$ cat config.mk
export PLATFORM = sky130hd
export DESIGN_NAME = vehicle_force_residual_estimator
export DESIGN_NICKNAME = d
export VERILOG_FILES = /design/src/rtl/vfre_pkg.sv /design/src/rtl/vehicle_force_residual_estimator.sv
export SDC_FILE = /design/constraint.sdc
export NUM_CORES = 2
export LEC_CHECK = 0
export BUFFER_PORTS_ARGS = -buffer_cell sky130_fd_sc_hd__buf_4
export CELL_PAD_IN_SITES_DETAIL_PLACEMENT = 1
export CELL_PAD_IN_SITES_GLOBAL_PLACEMENT = 2
export CORE_ASPECT_RATIO = 1.2
export CORE_UTILIZATION = 37
export DETAILED_ROUTE_END_ITERATION = 12
export GPL_TIMING_DRIVEN = 0
export PLACE_DENSITY_LB_ADDON = 0.1
export SYNTH_ARGS = -nofsm -noshare
export SYNTH_HDL_FRONTEND = slang
export SYNTH_SLANG_ARGS = --single-unit
$ cat constraint.sdc
create_clock -name clock -period 21.8 [get_ports clock]
set_input_delay 1.09 -clock clock [delete_from_list [all_inputs] [get_ports clock]]
set_output_delay 1.09 -clock clock [all_outputs]
set_load 0.03 [all_outputs]
$ cat src/rtl/vfre_pkg.sv
package vfre_pkg;

   // Common fixed-point widths (signed Q16.16)
   localparam int unsigned DATA_W = 32;
   localparam int unsigned WINDOW_DEPTH_DEF = 5;

   // Event codes on req_type
   typedef enum logic [1:0] {
      EV_ODOM  = 2'd0,
      EV_ACCEL = 2'd1,
      EV_CMD   = 2'd2,
      EV_TICK  = 2'd3
   } event_type;

   // Configuration register indexes
   typedef enum logic [2:0] {
      CSR_MASS_SURGE  = 3'd0,
      CSR_MASS_SWAY   = 3'd1,
      CSR_MASS_HEAVE  = 3'd2,
      CSR_QDAMP_SURGE = 3'd3,
      CSR_QDAMP_SWAY  = 3'd4,
      CSR_QDAMP_HEAVE = 3'd5,
      CSR_NET_WEIGHT  = 3'd6,
      CSR_UNUSED      = 3'd7
   } csr_index_type;

   // Register reset values
   localparam logic signed [31:0] MASS_SURGE_RST  = 32'sd917504;
   localparam logic signed [31:0] MASS_SWAY_RST   = 32'sd1959526;
   localparam logic signed [31:0] MASS_HEAVE_RST  = 32'sd1618739;
   localparam logic signed [31:0] QDAMP_SURGE_RST = -32'sd2291139;
   localparam logic signed [31:0] QDAMP_SWAY_RST  = -32'sd6766592;
   localparam logic signed [31:0] QDAMP_HEAVE_RST = -32'sd4864737;
   localparam logic signed [31:0] NET_WEIGHT_RST  = -32'sd186909;

   // Linear damping coefficients
   localparam logic signed [31:0] LIN_DAMP_SURGE = -32'sd5898;
   localparam logic signed [31:0] LIN_DAMP_SWAY  = -32'sd17039;
   localparam logic signed [31:0] LIN_DAMP_HEAVE = -32'sd12452;

   localparam logic signed [31:0] S32_MAX = 32'sh7fff_ffff;
   localparam logic signed [31:0] S32_MIN = 32'sh8000_0000;

   // Saturate a 48-bit value to 32 bits
   function automatic logic signed [31:0] sat48(input logic signed [47:0] x);
      logic signed [31:0] r;
      if (x > 48'sh0000_7fff_ffff) r = S32_MAX;
      else if (x < -48'sh0000_8000_0000) r = S32_MIN;
      else r = x[31:0];
      return r;
   endfunction

   // Saturating absolute value
   function automatic logic signed [31:0] sabs(input logic signed [31:0] x);
      logic signed [31:0] r;
      if (x == S32_MIN) r = S32_MAX;
      else if (x < 0) r = -x;
      else r = x;
      return r;
   endfunction

endpackage

$ cat src/rtl/vehicle_force_residual_estimator.sv
// Channel  | Ports                         | Transfer
// ---------+-------------------------------+----------------------------
// request  | req_valid/req_ready, req_*    | one event per transfer
// response | rsp_valid/rsp_ready, rsp_*    | one estimate per tick event
// config   | csr_we, csr_index, csr_wdata  | one register write per cycle
//
// Odometry and command events are latched while idle. An acceleration event
// updates the window and running sums, then divides each axis sum in the
// bit-serial divider (SUM_W = 32 + clog2(WINDOW_DEPTH+1) + 1). A tick computes
// its products one after another in the shared bit-serial multiplier.
// Reset is synchronous and clears the window count, sums and latches.
// A finished estimate waits in the response register; further events are
// accepted meanwhile, a following tick is computed and then holds the input
// off until that register is free.
module vehicle_force_residual_estimator
   import vfre_pkg::*;
#(
   parameter int unsigned WINDOW_DEPTH = WINDOW_DEPTH_DEF
) (
   input  logic                clock,
   input  logic                reset,
   input  logic                req_valid,
   output logic                req_ready,
   input  logic [1:0]          req_type,
   input  logic signed [31:0]  req_vel_surge,
   input  logic signed [31:0]  req_vel_sway,
   input  logic signed [31:0]  req_vel_heave,
   input  logic signed [31:0]  req_yaw_rate,
   input  logic signed [31:0]  req_acc_x,
   input  logic signed [31:0]  req_acc_y,
   input  logic signed [31:0]  req_acc_z,
   input  logic signed [31:0]  req_cmd_force_x,
   input  logic signed [31:0]  req_cmd_force_y,
   input  logic signed [31:0]  req_cmd_force_z,
   output logic                rsp_valid,
   input  logic                rsp_ready,
   output logic signed [31:0]  rsp_dist_x,
   output logic signed [31:0]  rsp_dist_y,
   output logic signed [31:0]  rsp_dist_z,
   output logic signed [31:0]  rsp_echo_vel_surge,
   output logic signed [31:0]  rsp_echo_vel_sway,
   output logic signed [31:0]  rsp_echo_vel_heave,
   output logic signed [31:0]  rsp_echo_cmd_x,
   output logic signed [31:0]  rsp_echo_cmd_y,
   output logic signed [31:0]  rsp_echo_cmd_z,
   input  logic                csr_we,
   input  logic [2:0]          csr_index,
   input  logic [31:0]         csr_wdata
);

   localparam int unsigned FILL_W = $clog2(WINDOW_DEPTH + 1);
   localparam int unsigned SLOT_W = (WINDOW_DEPTH > 1) ? $clog2(WINDOW_DEPTH) : 1;
   localparam int unsigned SUM_W  = DATA_W + FILL_W + 1;
   localparam int unsigned DCNT_W = $clog2(SUM_W);
   localparam logic [SLOT_W-1:0] SLOT_LAST = SLOT_W'(WINDOW_DEPTH - 1);
   localparam logic [FILL_W-1:0] FILL_FULL = FILL_W'(WINDOW_DEPTH);
   localparam logic [DCNT_W-1:0] DCNT_LAST = DCNT_W'(SUM_W - 1);

   typedef enum logic [3:0] {
      ST_IDLE, ST_ACC_RD, ST_ACC_SUM, ST_DIV_LD, ST_DIV_RUN, ST_DIV_END,
      ST_MUL_LD, ST_MUL_RUN, ST_MUL_ACC, ST_OUT
   } state_type;

   typedef enum logic [3:0] {
      S_X_ACC, S_X_COR1, S_X_COR2, S_X_DMP1, S_X_DMP2,
      S_Y_ACC, S_Y_COR1, S_Y_COR2, S_Y_DMP1, S_Y_DMP2,
      S_Z_ACC, S_Z_DMP1, S_Z_DMP2
   } step_type;

   // Configuration registers
   logic signed [31:0] mass_surge_ff, mass_sway_ff, mass_heave_ff;
   logic signed [31:0] qd_surge_ff, qd_sway_ff, qd_heave_ff, net_weight_ff;

   // Latched state
   logic signed [31:0] mot_ff [4];
   logic signed [31:0] cmd_ff [3];
   logic signed [31:0] filt_ff [3];
   logic signed [SUM_W-1:0] sum_ff [3];
   logic signed [31:0] new_ff [3];
   logic signed [31:0] old_ff [3];
   logic [FILL_W-1:0] fill_ff;
   logic [SLOT_W-1:0] slot_ff;
   logic [1:0] axis_ff;

   // Sample window
   logic [31:0] win_mem [3][WINDOW_DEPTH];

   state_type state_ff;
   step_type step_ff;

   // Divider
   logic [SUM_W-1:0] dq_ff;
   logic [FILL_W:0] dr_ff;
   logic dneg_ff;
   logic [DCNT_W-1:0] dcnt_ff;

   // Multiplier
   logic signed [31:0] ma_ff;
   logic [31:0] mb_ff;
   logic signed [32:0] mhi_ff;
   logic [31:0] mlo_ff;
   logic [4:0] mcnt_ff;

   logic signed [31:0] tmp_ff;
   logic signed [34:0] f_ff;
   logic signed [31:0] dx_ff, dy_ff, dz_ff;

   logic rsp_valid_ff;
   logic signed [31:0] o_dx_ff, o_dy_ff, o_dz_ff;
   logic signed [31:0] o_u_ff, o_v_ff, o_w_ff, o_cx_ff, o_cy_ff, o_cz_ff;

   logic req_fire;
   assign req_ready = (state_ff == ST_IDLE) && !reset;
   assign req_fire  = req_valid && req_ready;

   // Operand selection for the shared multiplier
   logic signed [31:0] op_a, op_b;
   always_comb begin
      op_a = mass_surge_ff;
      op_b = filt_ff[0];
      case (step_ff)
         S_X_ACC:  begin op_a = mass_surge_ff; op_b = filt_ff[0]; end
         S_X_COR1: begin op_a = mass_sway_ff;  op_b = mot_ff[1]; end
         S_X_COR2: begin op_a = tmp_ff;        op_b = mot_ff[3]; end
         S_X_DMP1: begin op_a = qd_surge_ff;   op_b = sabs(mot_ff[0]); end
         S_X_DMP2: begin
            op_a = sat48(48'(LIN_DAMP_SURGE) + 48'(tmp_ff)); op_b = mot_ff[0];
         end
         S_Y_ACC:  begin op_a = mass_sway_ff;  op_b = filt_ff[1]; end
         S_Y_COR1: begin op_a = mass_surge_ff; op_b = mot_ff[0]; end
         S_Y_COR2: begin op_a = tmp_ff;        op_b = mot_ff[3]; end
         S_Y_DMP1: begin op_a = qd_sway_ff;    op_b = sabs(mot_ff[1]); end
         S_Y_DMP2: begin
            op_a = sat48(48'(LIN_DAMP_SWAY) + 48'(tmp_ff)); op_b = mot_ff[1];
         end
         S_Z_ACC:  begin op_a = mass_heave_ff; op_b = filt_ff[2]; end
         S_Z_DMP1: begin op_a = qd_heave_ff;   op_b = sabs(mot_ff[2]); end
         S_Z_DMP2: begin
            op_a = sat48(48'(LIN_DAMP_HEAVE) + 48'(tmp_ff)); op_b = mot_ff[2];
         end
         default: ;
      endcase
   end

   // One multiplier bit: add (or subtract on the sign bit) and shift right
   logic signed [33:0] mul_add;
   logic signed [33:0] mul_sum;
   always_comb begin
      if (!mb_ff[0]) mul_add = '0;
      else if (mcnt_ff == 5'd31) mul_add = -34'(ma_ff);
      else mul_add = 34'(ma_ff);
      mul_sum = 34'(mhi_ff) + mul_add;
   end

   // Floored Q16.16 product, saturated
   logic [63:0] prod;
   logic signed [31:0] pq;
   assign prod = {mhi_ff[31:0], mlo_ff};
   assign pq   = sat48(prod[63:16]);

   // End-of-axis force sums
   logic signed [35:0] fx_end, fy_end, fz_end;
   assign fx_end = 36'(f_ff) - 36'(pq) - 36'(cmd_ff[0]);
   assign fy_end = 36'(f_ff) - 36'(pq) - 36'(cmd_ff[1]);
   assign fz_end = 36'(f_ff) - 36'(pq) - 36'(cmd_ff[2]) - 36'(net_weight_ff);

   // Restoring divider step
   logic [FILL_W:0] div_r2;
   logic div_ge;
   assign div_r2 = {dr_ff[FILL_W-1:0], dq_ff[SUM_W-1]};
   assign div_ge = (div_r2 >= {1'b0, fill_ff});

   // Sample window storage, read before write at the current slot
   always_ff @(posedge clock) begin
      if (state_ff == ST_ACC_RD) begin
         for (int a = 0; a < 3; a++) begin
            old_ff[a] <= win_mem[a][slot_ff];
            win_mem[a][slot_ff] <= new_ff[a];
         end
      end
   end

   // Configuration writes
   always_ff @(posedge clock) begin
      if (reset) begin
         mass_surge_ff <= MASS_SURGE_RST;
         mass_sway_ff  <= MASS_SWAY_RST;
         mass_heave_ff <= MASS_HEAVE_RST;
         qd_surge_ff   <= QDAMP_SURGE_RST;
         qd_sway_ff    <= QDAMP_SWAY_RST;
         qd_heave_ff   <= QDAMP_HEAVE_RST;
         net_weight_ff <= NET_WEIGHT_RST;
      end else if (csr_we) begin
         case (csr_index_type'(csr_index))
            CSR_MASS_SURGE:  mass_surge_ff <= csr_wdata;
            CSR_MASS_SWAY:   mass_sway_ff  <= csr_wdata;
            CSR_MASS_HEAVE:  mass_heave_ff <= csr_wdata;
            CSR_QDAMP_SURGE: qd_surge_ff   <= csr_wdata;
            CSR_QDAMP_SWAY:  qd_sway_ff    <= csr_wdata;
            CSR_QDAMP_HEAVE: qd_heave_ff   <= csr_wdata;
            CSR_NET_WEIGHT:  net_weight_ff <= csr_wdata;
            default: ;
         endcase
      end
   end

   // Sequencer and datapath registers
   always_ff @(posedge clock) begin
      if (reset) begin
         state_ff     <= ST_IDLE;
         step_ff      <= S_X_ACC;
         fill_ff      <= '0;
         slot_ff      <= '0;
         axis_ff      <= '0;
         rsp_valid_ff <= 1'b0;
         for (int i = 0; i < 4; i++) mot_ff[i] <= '0;
         for (int i = 0; i < 3; i++) begin
            cmd_ff[i]  <= '0;
            filt_ff[i] <= '0;
            sum_ff[i]  <= '0;
         end
      end else begin
         // response register is reloaded in ST_OUT itself
         if (rsp_valid_ff && rsp_ready && state_ff != ST_OUT) rsp_valid_ff <= 1'b0;

         case (state_ff)
            ST_IDLE: begin
               if (req_fire) begin
                  case (event_type'(req_type))
                     EV_ODOM: begin
                        mot_ff[0] <= req_vel_surge;
                        mot_ff[1] <= req_vel_sway;
                        mot_ff[2] <= req_vel_heave;
                        mot_ff[3] <= req_yaw_rate;
                     end
                     EV_ACCEL: begin
                        new_ff[0] <= req_acc_x;
                        new_ff[1] <= req_acc_y;
                        new_ff[2] <= req_acc_z;
                        state_ff  <= ST_ACC_RD;
                     end
                     EV_CMD: begin
                        cmd_ff[0] <= req_cmd_force_x;
                        cmd_ff[1] <= req_cmd_force_y;
                        cmd_ff[2] <= req_cmd_force_z;
                     end
                     EV_TICK: begin
                        step_ff  <= S_X_ACC;
                        state_ff <= ST_MUL_LD;
                     end
                     default: ;
                  endcase
               end
            end

            ST_ACC_RD: state_ff <= ST_ACC_SUM;

            // Running sum: drop the overwritten sample once the window is full
            ST_ACC_SUM: begin
               for (int a = 0; a < 3; a++) begin
                  if (fill_ff == FILL_FULL)
                     sum_ff[a] <= sum_ff[a] + SUM_W'(new_ff[a]) - SUM_W'(old_ff[a]);
                  else
                     sum_ff[a] <= sum_ff[a] + SUM_W'(new_ff[a]);
               end
               if (fill_ff != FILL_FULL) fill_ff <= fill_ff + 1'b1;
               slot_ff  <= (slot_ff == SLOT_LAST) ? '0 : slot_ff + 1'b1;
               axis_ff  <= '0;
               state_ff <= ST_DIV_LD;
            end

            ST_DIV_LD: begin
               dneg_ff  <= sum_ff[axis_ff][SUM_W-1];
               dq_ff    <= sum_ff[axis_ff][SUM_W-1] ? -sum_ff[axis_ff] : sum_ff[axis_ff];
               dr_ff    <= '0;
               dcnt_ff  <= '0;
               state_ff <= ST_DIV_RUN;
            end

            ST_DIV_RUN: begin
               dr_ff   <= div_ge ? div_r2 - {1'b0, fill_ff} : div_r2;
               dq_ff   <= {dq_ff[SUM_W-2:0], div_ge};
               dcnt_ff <= dcnt_ff + 1'b1;
               if (dcnt_ff == DCNT_LAST) state_ff <= ST_DIV_END;
            end

            ST_DIV_END: begin
               filt_ff[axis_ff] <= dneg_ff ? -dq_ff[31:0] : dq_ff[31:0];
               if (axis_ff == 2'd2) state_ff <= ST_IDLE;
               else begin
                  axis_ff  <= axis_ff + 1'b1;
                  state_ff <= ST_DIV_LD;
               end
            end

            ST_MUL_LD: begin
               ma_ff    <= op_a;
               mb_ff    <= op_b;
               mhi_ff   <= '0;
               mlo_ff   <= '0;
               mcnt_ff  <= '0;
               state_ff <= ST_MUL_RUN;
            end

            ST_MUL_RUN: begin
               mhi_ff  <= mul_sum[33:1];
               mlo_ff  <= {mul_sum[0], mlo_ff[31:1]};
               mb_ff   <= {1'b0, mb_ff[31:1]};
               mcnt_ff <= mcnt_ff + 1'b1;
               if (mcnt_ff == 5'd31) state_ff <= ST_MUL_ACC;
            end

            // Fold the product into the force sum, or keep it as an intermediate operand
            ST_MUL_ACC: begin
               state_ff <= ST_MUL_LD;
               step_ff  <= step_type'(step_ff + 1'b1);
               case (step_ff)
                  S_X_ACC, S_Y_ACC, S_Z_ACC: f_ff <= 35'(pq);
                  S_X_COR2: f_ff <= f_ff - 35'(pq);
                  S_Y_COR2: f_ff <= f_ff + 35'(pq);
                  S_X_DMP2: dx_ff <= sat48(48'(fx_end));
                  S_Y_DMP2: dy_ff <= sat48(48'(fy_end));
                  S_Z_DMP2: begin
                     dz_ff    <= sat48(48'(fz_end));
                     state_ff <= ST_OUT;
                  end
                  default: tmp_ff <= pq;
               endcase
            end

            ST_OUT: begin
               if (!rsp_valid_ff || rsp_ready) begin
                  rsp_valid_ff <= 1'b1;
                  o_dx_ff  <= dx_ff;
                  o_dy_ff  <= dy_ff;
                  o_dz_ff  <= dz_ff;
                  o_u_ff   <= mot_ff[0];
                  o_v_ff   <= mot_ff[1];
                  o_w_ff   <= mot_ff[2];
                  o_cx_ff  <= cmd_ff[0];
                  o_cy_ff  <= cmd_ff[1];
                  o_cz_ff  <= cmd_ff[2];
                  state_ff <= ST_IDLE;
               end
            end

            default: state_ff <= ST_IDLE;
         endcase
      end
   end

   assign rsp_valid          = rsp_valid_ff;
   assign rsp_dist_x         = o_dx_ff;
   assign rsp_dist_y         = o_dy_ff;
   assign rsp_dist_z         = o_dz_ff;
   assign rsp_echo_vel_surge = o_u_ff;
   assign rsp_echo_vel_sway  = o_v_ff;
   assign rsp_echo_vel_heave = o_w_ff;
   assign rsp_echo_cmd_x     = o_cx_ff;
   assign rsp_echo_cmd_y     = o_cy_ff;
   assign rsp_echo_cmd_z     = o_cz_ff;

endmodule
==> summary.txt <==
Timing
  – Slew Viols, Final: 15
  – Clock period minus final worst setup slack: 12.85 ns
  – Normalized max-slew margin: -2.801%
  – Worst Setup Slack, final: 8.950 ns
  – Number of endpoints with negative hold slack in the final report: 0
  – Maximum clock rate: 77.82 MHz
  – Count of endpoints failing setup in the final report: 0
  – Layout Skew: 0.07118 ns
  – RSZ-0062 raised after global routing: false
  – Slew at the pin closest to its max-slew limit: 1.542 ns
  – Post-route fraction of the period consumed by the critical path: 58.95%
  – Post-route worst hold slack: 0.3508 ns

Final layout
  – Nets: 11210
  – Fill cell instance count of the final layout: 29790
  – Ratio of cells with drive above 1 in the final layout: 11.51%
  – Growth of design area from synthesis to finish: 18.21%
  – Number of standard cells in the final layout excluding fillers: 14170
  – Final non-filler cell area: 121000 µm²

Placed design
  – Cell area reported after detailed placement: 113600 µm²
  – Pre-CTS setup slack: 9.194 ns
  – HPWL after DPL: 324.6 mm
  – Weighted congestion at the end of routability-driven global placement: 0.9397
  – Number of port buffers: 651
  – Count of placed standard cells including taps: 13750

Synth
  – Post-synthesis async set-or-reset flop share: 0%
  – Dominant cell type by area after synthesis: sky130_fd_sc_hd__edfxtp_1
  – Leading cell types by count after synthesis: sky130_fd_sc_hd__edfxtp_1, sky130_fd_sc_hd__nand2_1, sky130_fd_sc_hd__a21oi_1, sky130_fd_sc_hd__nor2_1, sky130_fd_sc_hd__ha_1
  – Synth cell types: 100
  – Count of flip-flops with a built-in enable after synthesis: 1715
  – Area share of the largest cell type after synthesis: 50.31%
  – Syn nets: 10230
  – Sequential-to-total area share from yosys stat: 55.06%
  – Most common cell in the netlist: sky130_fd_sc_hd__edfxtp_1
  – Mean area per synthesized cell: 10.92 µm²
  – Instance count of the mapped netlist: 9377
  – Netlist area before placement: 102400 µm²
  – Top cells by area, synth: sky130_fd_sc_hd__edfxtp_1, sky130_fd_sc_hd__ha_1, sky130_fd_sc_hd__dfxtp_1, sky130_fd_sc_hd__a21oi_1, sky130_fd_sc_hd__nand2_1
  – Top FF cell, synth: sky130_fd_sc_hd__edfxtp_1
  – Synth warnings: 0
  – Total of flip-flops plus latches after synthesis: 1958

Global routing
  – Via count of the first global-routing pass: 82220
  – Pin count of the biggest net entering global routing: 68
  – Grt ovf: 0
  – Total routing resource utilization after global routing: 28.96%
  – First-pass GRT wire length: 584.6 mm
  – Initial antenna violation count: 43

Flow run
  – Max-Cap Viols: 4

Clocking
  – Number of buffers on the longest clock path: 4
  – Number of levels in the clock H-tree: 4
  – Clock net sink count: 1958
  – Root Buffer: sky130_fd_sc_hd__clkbuf_16
  – Clock transition at the registers of the reported paths: 0.07 ns
  – Buffer count from post-CTS setup fixing: 0
  – Number of buffers created by CTS: 220
  – Total of cells resized after clock tree synthesis: 0
  – Clock latency reported for the late side of the worst-skew pair: 0.94 ns
  – Clock tree from TritonCTS: done
  – CTS hold repair buffers: 0

Routing
  – Wirelength per Cell: 29.15 µm
  – 1st-pass router iterations: 10
  – Vias after detailed routing: 79470
  – 1st-iter DRT viols: 5908
  – Post-route DRC: 0
  – Antenna violation net count after detailed routing: 0
  – Average via count per standard cell: 5.609
  – Total wire length after detailed routing: 413.0 mm

Worst setup path
  – Element type at the critical path start: register
  – Family with the most delay on the worst path: compound AO/OA/AOI/OAI gates
  – Arrival time of the worst setup path: 13.47 ns
  – Most prevalent standard cell on the critical path: sky130_fd_sc_hd__a21oi_1
  – Maximum cell stage delay along the critical path: 1.11 ns
  – Crit Path Class: reg2reg
  – Crit path max-delay cell type: sky130_fd_sc_hd__xnor2_1
  – Max Fanout on Critical Path: 10
  – Worst Path Buf+Inv: 5
  – Required time of the critical path: 22.42 ns
  – Crit. End Element: register

Pwr
  – Leakage power of the design: 45.24 nW
  – Total power per unit cell area: 82.19 nW/µm²
  – Power consumption: 9.945 mW
  – Max IR drop VDD: 0.07468 mV

Outcome
  – Violated checks: capacitance limit, slew limit
  – Outcome: complete, but fails checks

Floorplan
  – Core Box Area: 275100 µm²
  – Count of pins on the block boundary: 652
  – Placement Rows: 211
  – Die Outline Area: 278800 µm²
  – Chip height: 578.2 µm
  – Die width: 482.2 µm
  – Initial cell density of the core: 37.21%

Worst hold path
  – Path type of the worst min-delay path: in2reg
==> report_power, final <==
group | internal [mW] | switching, mW
Sequential | 4.26 | 0.131
Combinational | 0.659 | 1.03
Clock | 2.24 | 1.62
==> worst paths after layout <==
kind / start / end / slack, ns / depth (start not counted)
setup reg to reg: mhi_ff[15] / dx_ff[6] / 8.95 / 31
setup / recovery: mhi_ff[15] / dx_ff[6] / 8.95 / 31
hold reg to reg: dz_ff[30] / rsp_dist_z[30] / 0.41 / 0
hold / removal: req_acc_x[9] / new_ff[0][9] / 0.35 / 1
==> flip-flops by register name, indices dropped and copies added, names as in the netlist, 33 cells and up, named ones only <==
name     count
filt_ff     96
cmd_ff      96
mot_ff     128
new_ff      96
old_ff      96
dq_ff       36
win_mem    480
mhi_ff      33
sum_ff     108
f_ff        35
==> metal layers <==
metal / routed length (µm) / global-route usage, % / vias to the layer above
li1: - / - / 36420
met1: 165200 / 35.17 / 40290
met2: 208100 / 51.17 / 2117
met3: 20090 / 3.553 / 639
met4: 19580 / 12.76 / 2
met5: 7 / 0 / -
==> placed cells by master, fill, tap and decap left out, drive strengths merged, types with 120 or more instances in the layout <==
| master | count |
|---|---|
| inv | 438 |
| xor2 | 227 |
| o21ai | 459 |
| mux2i | 238 |
| xnor2 | 354 |
| nor2 | 689 |
| and2 | 304 |
| a21o | 215 |
| dfxtp | 243 |
| ha | 445 |
| buf | 828 |
| o22ai | 120 |
| nand2 | 990 |
| clkbuf | 617 |
| edfxtp | 1715 |
| nand3 | 141 |
| nor3 | 121 |
| a21oi | 924 |
==> logic make-up after synthesis <==
kind of cell,after synthesis,synth area share [%]
compound gates,2452,15.08
xor+xnor,581,4.993
fa+ha+maj,493,6.368
buf+inv,856,3.191
flops,1958,55.06
mux,241,2.360
simple gates,2796,12.94
==> layout make-up <==
type | count | area, µm² | share of cell area [%]
well taps | 3621 | 4531 | 3.744
repair buffers | 757 | 6596 | 5.451
diodes | 17 | 42.54 | 0.03516
flip-flops and latches | 1958 | 56360 | 46.58
inverters | 430 | 1614 | 1.334
multi-input cells | 6563 | 42900 | 35.45
plain buffers | 426 | 1658 | 1.370
clock buffers | 262 | 5842 | 4.828
clock inverters | 134 | 1461 | 1.208
==> per-stage QoR <==
stage | TNS, ns | utilization (%)
global route | 0 | 43.98
finish | 0 | 43.99
floorplan | 0 | -
CTS | 0 | 43.97
detailed placement | 0 | 41.31
global placement | -1410.94 | 40.64
No activity file was read; power rests on OpenSTA's default activity.
